**config.mk**
```make
export PLATFORM = sky130hd
export DESIGN_NAME = zph_ctrl
export DESIGN_NICKNAME = d
export VERILOG_FILES = /design/src/rtl/zph_pkg.sv /design/src/rtl/zph_ctrl.sv
export VERILOG_INCLUDE_DIRS = /design/src /design/src/rtl
export SDC_FILE = /design/constraint.sdc
export NUM_CORES = 1
export LEC_CHECK = 0
export ABC_AREA = 1
export BUFFER_PORTS_ARGS = -buffer_cell sky130_fd_sc_hd__buf_4
export CAP_MARGIN = 10
export CORE_AREA = 3 3 40 42
export DETAILED_ROUTE_END_ITERATION = 16
export DIE_AREA = 0 0 43 45
export PLACE_DENSITY = 0.47
export SLEW_MARGIN = 20
export SYNTH_ARGS = -nofsm -noshare
export SYNTH_HDL_FRONTEND = slang
export SYNTH_SLANG_ARGS = --single-unit
```
**constraint.sdc**
```tcl
create_clock -name clock -period 2.61 [get_ports clock]
set_input_delay 0.1305 -clock clock [delete_from_list [all_inputs] [get_ports clock]]
set_output_delay 0.1305 -clock clock [all_outputs]
set_load 0.02 [all_outputs]
```
**src/rtl/zobrist_position_hash_unit_macros.svh**
```systemverilog
// Assertion macros for the Zobrist position hash unit.
// Used by the modules that carry concurrent assertions; no other dependencies.
`ifndef ZOBRIST_POSITION_HASH_UNIT_MACROS_SVH
`define ZOBRIST_POSITION_HASH_UNIT_MACROS_SVH

`ifndef SYNTHESIS

`define ZPH_ASSERT(label, clk, rst, prop) \
   label: assert property (@(posedge clk) disable iff (rst) (prop)) \
      else $error("zph assertion failed");

`define ZPH_ASSERT_NEVER(label, clk, rst, expr) \
   `ZPH_ASSERT(label, clk, rst, !(expr))

`else

`define ZPH_ASSERT(label, clk, rst, prop)

`define ZPH_ASSERT_NEVER(label, clk, rst, expr)

`endif

`endif

```
**src/rtl/zph_pkg.sv**
```systemverilog
// Shared constants, types and command/status structs of the Zobrist hash unit.
// No dependencies.
`timescale 1ns / 1ps

package zph_pkg;

   localparam int SQUARES     = 64;
   localparam int PIECE_KINDS = 7;
   localparam int COLOR_KINDS = 3;
   localparam int EP_FILES    = 8;
   localparam int CASTLE_KEYS = 4;

   localparam int TABLE_KEYS  = SQUARES * PIECE_KINDS * COLOR_KINDS;
   localparam int SIDE_SLOT   = TABLE_KEYS;
   localparam int CASTLE_BASE = SIDE_SLOT + 1;
   localparam int FILE_BASE   = CASTLE_BASE + CASTLE_KEYS;
   localparam int KEY_DEPTH   = FILE_BASE + EP_FILES;

   localparam int KEY_W       = 64;
   localparam int KEY_AW      = $clog2(KEY_DEPTH);
   localparam int REQ_W       = 2;
   localparam int INDEX_W     = 11;
   localparam int SQ_W        = 6;
   localparam int KIND_W      = 3;
   localparam int COLOR_W     = 2;
   localparam int CASTLE_AW   = $clog2(CASTLE_KEYS);
   localparam int EP_AW       = (EP_FILES > 1) ? $clog2(EP_FILES) : 1;

   // closing sequence: side key, castling keys, file key
   localparam int CL_STEPS    = CASTLE_KEYS + 2;
   localparam int STEP_W      = $clog2(CL_STEPS);

   typedef logic [KEY_W-1:0]   key_type;
   typedef logic [KEY_AW-1:0]  key_addr_type;
   typedef logic [STEP_W-1:0]  step_type;

   localparam logic [REQ_W-1:0] REQ_WRITE  = 2'd0;
   localparam logic [REQ_W-1:0] REQ_SQUARE = 2'd1;
   localparam logic [REQ_W-1:0] REQ_CLOSE  = 2'd2;

   localparam step_type STEP_SIDE   = step_type'(0);
   localparam step_type STEP_CASTLE = step_type'(1);
   localparam step_type STEP_FILE   = step_type'(CASTLE_KEYS + 1);

   typedef struct packed {
      logic     wr_en;
      logic     rd_square;
      logic     load_close;
      logic     rd_step;
      step_type step;
      logic     emit;
   } cmd_type;

   typedef struct packed {
      logic key_in_range;
      logic square_hit;
   } status_type;

endpackage

```
**src/rtl/zph_ctrl.sv**
```systemverilog
// Controller of the Zobrist hash unit: accepts transactions and sequences
// the closing key reads. Depends on zph_pkg and the assertion macro header.
`timescale 1ns / 1ps
`include "zobrist_position_hash_unit_macros.svh"

module zph_ctrl (
   input  logic                        clock,
   input  logic                        reset,
   input  logic                        start,
   input  logic [zph_pkg::REQ_W-1:0]   req_type,
   input  zph_pkg::status_type         status,
   output zph_pkg::cmd_type            cmd,
   output logic                        busy,
   output logic                        rsp_valid
);

   import zph_pkg::*;

   typedef enum logic [1:0] {
      ST_IDLE,
      ST_READ,
      ST_DRAIN
   } state_type;

   state_type state_ff;
   state_type state_in;
   step_type  step_ff;
   step_type  step_in;
   logic      rsp_valid_ff;
   logic      rsp_valid_in;
   logic      accept;

   assign accept = start && (state_ff == ST_IDLE);

   always_comb begin
      state_in     = state_ff;
      step_in      = step_ff;
      rsp_valid_in = 1'b0;
      case (state_ff)
         ST_IDLE: begin
            if (accept && (req_type == REQ_CLOSE)) begin
               state_in = ST_READ;
               step_in  = STEP_SIDE;
            end
         end
         ST_READ: begin
            step_in = step_ff + step_type'(1);
            if (step_ff == STEP_FILE) begin
               state_in = ST_DRAIN;
            end
         end
         ST_DRAIN: begin
            state_in     = ST_IDLE;
            rsp_valid_in = 1'b1;
         end
         default: begin
            state_in = ST_IDLE;
         end
      endcase
   end

   always_ff @(posedge clock) begin
      if (reset) begin
         state_ff     <= ST_IDLE;
         step_ff      <= STEP_SIDE;
         rsp_valid_ff <= 1'b0;
      end else begin
         state_ff     <= state_in;
         step_ff      <= step_in;
         rsp_valid_ff <= rsp_valid_in;
      end
   end

   always_comb begin
      cmd.wr_en      = accept && (req_type == REQ_WRITE) && status.key_in_range;
      cmd.rd_square  = accept && (req_type == REQ_SQUARE) && status.square_hit;
      cmd.load_close = accept && (req_type == REQ_CLOSE);
      cmd.rd_step    = (state_ff == ST_READ);
      cmd.step       = step_ff;
      cmd.emit       = (state_ff == ST_DRAIN);
   end

   assign busy      = (state_ff != ST_IDLE);
   assign rsp_valid = rsp_valid_ff;

   `ZPH_ASSERT(a_close_goes_busy, clock, reset, (start && !busy && req_type == REQ_CLOSE) |=> busy)
   `ZPH_ASSERT(a_busy_from_close, clock, reset, $rose(busy) |-> $past(start && req_type == REQ_CLOSE))
   `ZPH_ASSERT(a_rsp_after_busy, clock, reset, rsp_valid |-> ($past(busy) && !busy))
   `ZPH_ASSERT_NEVER(a_no_write_while_busy, clock, reset, busy && (cmd.wr_en || cmd.rd_square))

endmodule

```
Word-level counts from Yosys, hierarchy flattened --
Index checks and enable logic that the tools add are counted.
Operators by class: add/sub/neg operators 1, mux-type cells 6, reductions and logical operators 12, eq/ne operators 7
Operator list (count):
- $logic_and 1x1->1 | 6
- $pmux 3 s2 | 1
- $eq 2x1->1 const B | 2
- $eq 2x2->1 const B | 2
- $logic_not 2->1 | 2
- $mux 2 | 2
- $pmux 2 s2 | 1
- $reduce_and 2->1 | 2
- $reduce_bool 2->1 | 2
- $add 3x1->3 const B | 1
- $eq 3x3->1 const B | 1
- $mux 3 | 1
- $ne 2x1->1 const B | 1
- $ne 2x2->1 const B | 1
- $mux 1 | 1
Word-level totals: bits in registers 6, output and inout bits 10, bits of input ports 7

Logic depth before layout (Yosys ltp) --
Gate-level depths: netlist (run 1).
depth after elaboration 5, mapped depth 6, mapped depth without buffers 6

Worst setup path after synthesis (run 1) --
OpenSTA, ideal clock, no wires.
path kind reg-to-output, start point register state_ff[0], end point output port cmd[7] (netlist name), data arrival time 0.999 ns, slack 1.481 ns, cell stages (with the launch flop) 4, cells stage by stage dfxtp_1 > nor2_1 > nand2_1 > nor4_2
RTL lines:
- start: declaration | RTL line zph_ctrl.sv:25 | state_type state_ff;
- start signal: assignment | RTL line zph_ctrl.sv:68 | state_ff <= state_in;
- end: declaration | RTL line zph_ctrl.sv:12 | output zph_pkg::cmd_type cmd,

==> results.toml, run 1 <==
[outcome]
outcome = "finished clean"

[sta]
setup_tns_ps = 0
hold_viol = 0
slew_violations = 0
period_share_pct = 51.0
finalClockSkew_ps = 2.39
tightest_slew_ps = 209
fmax_mhz = 751
grt_setup_unrepaired = "false"
period_needed_ps = 1330
timing.final.ws_setup_ps = 1280
setup_viol = 0
slew_headroom_pct = 86.0

[yosys]
syn_area_sq_um = 339
postSynthAreaPerCell_sq_um = 7.21
synthTopCellsByArea = "dfxtp_1 35%, inv_1 11%, nand2_1 10%"
ys_warn_count = 0
synth_top_area_share_pct = 35.4
syn-num-nets = 56
seq_area_frac_synth_pct = 35.4
synthDistinctLibCells = 16
synth_cells = 47
ys_ff_latch = 6
yosysTopAreaCell = "dfxtp_1"

[critical_path]
arrival_ps = 1200
worstSetupPathType = "reg2out"
cp-start-kind = "flip-flop"
reg2reg_setup_slack_ps = 1630
rr_worst_depth = 4
reg2reg_to = "step_ff[0]$_SDFFE_PP0P_"
crit_start = "state_ff[0]$_SDFFE_PP0P_"
crit_path_end_kind = "output pin"
cp_max_fo = 4
worst_ep_required_time_ps = 2480
r2r-start = "state_ff[0]$_SDFFE_PP0P_"
critPathCapture = "cmd[7]"

[hold_path]
hold_path_class = "in2reg"
hold_start = "reset"

[floorplan]
placementRows = 13
die_area_sq_um = 1940
initial_core_util_pct = 26.4
pin_count = 17
fp.dieW_um = 43
core_area_sq_um = 1280
die_h_um = 45

[detailed_routing]
drt-wirelength-per-cell_um = 8.59
detail-route-antenna-nets = 0
dr.first_iter.drc_count = 6
dr.pass1.iters = 3
wirelength_um = 679
viasPerCell = 3.99
drc = 0
num_vias = 315

[layout]
nets = 75
layout_common_cells = "16 x buf_4, 10 x inv_1, 9 x nand2_1"
drive_above_1_share_pct = 37.5
layout_commonest_cell = "buf_4"
diodes = 0
syn2layout_area_growth_pct = 43.2

[job]
maxCapViolCount = 0

[cts]
clk_pin_slew_worst_paths_ps = 40
clk_latency_ps = 240
cts_root_buffer = "clkbuf_4"
cts.sinks = 6
cts_tree = "built"
cts_buffers = 3
hold_buffers = 0
htree_levels = 1
cts_setup_buffers = 0
clk_path_buf_depth = 2
cts_resized = 0

[power]
combPwrFrac_pct = 16.8
swShare_pct = 24.9
power_frac_seq_pct = 44.6
p_sw_mw = 0.0538
ir_drop_v = 0.000242
powerDensity_nw_per_um2 = 445
p_clk_share_pct = 38.6
p_int_mw = 0.162
leakagePower_nw = 0.250
total_power_mw = 0.216

[place]
gp_congestion = 0.672
port_buffers = 16
dpl_worst_slack_ps = 1520
dp_hpwl_um = 570

[global_routing]
grt_overflow = 0
first_global_vias = 276
grt_use_total_pct = 8.51
grt_max_degree = 8
grt_pass1_wl_mm = 1.18
antenna_found_initial = 0
cell usage after synthesis (all sizes together):
cell type,instances
o21ai,2
nor3,2
buf,2
o21bai,1
inv,11
nand2,9
a21oi,3
ha,2
nor2,6
nor4,1
nand3,2
dfxtp,6
flip-flops by register name, indices dropped and copies added (netlist names):
name and cells:
step_ff 3, state_ff 2, rsp_valid 1
how the worst min path moves through the flow:
stage | to | slack [ps] | cells past startpoint
detailed placement | state_ff[0]$_SDFFE_PP0P_ | 310 | 2
finish | state_ff[0]$_SDFFE_PP0P_ | 60 | 2
global route | state_ff[0]$_SDFFE_PP0P_ | 60 | 2
global placement | state_ff[0]$_SDFFE_PP0P_ | 310 | 2
CTS | state_ff[0]$_SDFFE_PP0P_ | 60 | 2
floorplan | state_ff[0]$_SDFFE_PP0P_ | 200 | 1
area by class of cell:
| type | instances | area (sq um) |
|---|---|---|
| repair buffers | 16 | 120 |
| flip-flops and latches | 6 | 120 |
| clock buffers | 3 | 22.5 |
| fillers | 132 | 800 |
| inverters | 11 | 41.3 |
| multi-input cells | 28 | 163 |
| well taps | 15 | 18.8 |
metal layers:
metal / vias up / part of all wire [%] / wire length (um) / global-route usage, %
met5: - / 0 / 0 / 0
li1: 175 / - / - / -
met1: 129 / 45 / 305 / 10.4
met3: 0 / 11 / 76 / 6.77
met2: 11 / 44 / 297 / 11.7
met4: 0 / 0 / 0 / 1.81
power groups by stage:
stage          sequential [mW]  combinational [mW]  clock, mW
3_5_place_dp            0.0980              0.0369          0
2_1_floorplan           0.0993              0.0188          0
3_3_place_gp            0.0981              0.0373          0
4_1_cts                 0.0963              0.0370     0.0890
6_report                0.0963              0.0363     0.0834
5_1_grt                 0.0964              0.0410     0.0929
metrics by stage:
stage / cell area [sq um] / instances / hold WS, ps / util (%)
finish: 485 / 79 / 59.7 / 37.8
global route: 485 / 79 / 63.2 / 37.8
CTS: 485 / 79 / 57.8 / 37.8
detailed placement: 463 / 76 / 312 / 36.0
global placement: 463 / 76 / 314 / 36.0
floorplan: 339 / 47 / 200 / -
worst max-delay path, stage by stage (launching register included):
cell and delay [ps]:
dfxtp_1 330, nor2_1 200, nand2_1 120, nor4_2 140, buf_4 180
cell families (layout without fill, tap and decap cells):
group,after synthesis,in the layout,synth area share (%)
AO/OA/AOI/OAI,6,6,10.7
buffers and inverters,13,30,16.6
flip-flops,6,6,35.4
AND/OR/NAND/NOR,20,20,29.9
adder cells (fa/ha/maj),2,2,7.38
No activity file was read; power rests on OpenSTA's default activity.
==> inputs of run 2 (changes only) <==
Settings changed: PLACE_DENSITY 0.47 to 0.48.
Clock period 2.61 ns to 1.1 ns, I/O delays scaled along.
==> results.toml, run 2 (same netlist as run 1, synthesis figures left out) <==
[sta]
holdWs_ps = 101
hold_viol = 0
period_share_pct = 105
fmax_mhz = 866
tightest_slew_ps = 193
finalClockSkew_ps = 1.80
setup_viol = 1
timing.final.ws_setup_ps = -54.7
grt_setup_unrepaired = "true"
slew_violations = 0
slew_headroom_pct = 87.0
period_needed_ps = 1150

[place]
dpl.cell_count = 76
dpl_worst_slack_ps = 76.6
dp_hpwl_um = 597
gp_congestion = 0.715
dpl-instance-area_sq_um = 463
port_buffers = 16

[power]
ir_drop_v = 0.000560
leakagePower_nw = 0.279
powerDensity_nw_per_um2 = 971

[cts]
cts_root_buffer = "clkbuf_4"
clk_pin_slew_worst_paths_ps = 40
cts_buffers = 3
cts_tree = "built"
cts.sinks = 6
clk_latency_ps = 250
htree_levels = 1
clk_path_buf_depth = 2

[global_routing]
antenna_found_initial = 0
grt_max_degree = 8
grt_pass1_wl_mm = 1.18
grt_use_total_pct = 8.76
grt_overflow = 0
first_global_vias = 305

[critical_path]
cp_max_fo = 4
cp-start-kind = "flip-flop"
crit_start = "state_ff[0]$_SDFFE_PP0P_"
worstSetupPathType = "reg2out"
reg2reg_setup_slack_ps = 10
arrival_ps = 1100
r2r-start = "state_ff[1]$_SDFFE_PP0P_"
crit_path_end_kind = "output pin"
rr_worst_depth = 7
worst_ep_required_time_ps = 1040
reg2reg_to = "step_ff[2]$_SDFFE_PP0P_"

[layout]
syn2layout_area_growth_pct = 61.6
layout_commonest_cell = "buf_4"
nets = 80
final_cells = 84
layout_common_cells = "18 x buf_4, 10 x inv_1, 8 x nand2_1"
final_cell_area_sq_um = 548
drive_above_1_share_pct = 46.4
largest_reg_flops = 3
regMostFlops = "step_ff"
diodes = 0
fin_util_pct = 42.6

[hold_path]
hold_path_class = "in2reg"
min_delay_path_depth = 3
min_to = "state_ff[0]$_SDFFE_PP0P_"
hold_start = "start"

[detailed_routing]
viasPerCell = 4.20
wirelength_um = 804
drt-wirelength-per-cell_um = 9.57
detail-route-antenna-nets = 0
drc = 0
dr.first_iter.drc_count = 2
dr.pass1.iters = 2
num_vias = 353

[outcome]
outcome = "finished, violations left"
violations = "setup timing"

[floorplan]
initial_core_util_pct = 26.4
core_area_sq_um = 1280
pin_count = 17
placementRows = 13
die_h_um = 45
die_area_sq_um = 1940
fp.dieW_um = 43

[job]
maxCapViolCount = 0
-- run 2: repair_timing --
action                                  CTS  global route
pin swaps                                 1             3
buffers inserted                          2             2
endpoints found under the setup margin    3             6
hold buffers                              1             0
gates resized for setup                   5             3
endpoints found under the hold margin     2             0
-- run 2: critical path, stage by stage, from the launching register on --
cell,delay (ps)
dfxtp_2,340
nor2_4,130
nand2_2,70
nor4_2,130
buf_4,180
-- run 2: how the worst max path moves through the flow --
stage	endpoint	slack [ps]	cells after the start
after floorplan	step_ff[1]$_SDFFE_PP0P_	30	4
after global placement	cmd[7]	100	4
after detailed placement	cmd[7]	80	4
after CTS	cmd[7]	-60	4
after global routing	cmd[7]	-120	4
final	cmd[7]	-50	4
-- run 2: layer usage --
layer  vias to the layer above  track usage [%]  share of wire (%)
li1                        189                -                  -
met1                       154             8.47                 41
met2                        10             13.8                 50
met3                         0             5.98                9.0
met4                         0             5.42                  0
met5                         -                0                  0
-- run 2: where the power goes --
group | internal [mW] | switching (mW)
logic | 0.0511 | 0.0509
registers | 0.221 | 0.00696
clock network | 0.123 | 0.0784
total | 0.396 | 0.136
-- run 2: metrics by stage --
step	setup TNS, ps	total power [mW]
floorplan	0	0.280
global placement	0	0.320
detailed placement	0	0.320
CTS	-98.9	0.533
global route	-258	0.569
finish	-54.7	0.532
-- run 2: final cells by class --
type | count | area (sq um)
Fill cell | 144 | 737
Multi-Input combinational cell | 28 | 173
Timing Repair Buffer | 21 | 168
Sequential cell | 6 | 125
Inverter | 11 | 41.3
Clock buffer | 3 | 22.5
Tap cell | 15 | 18.8
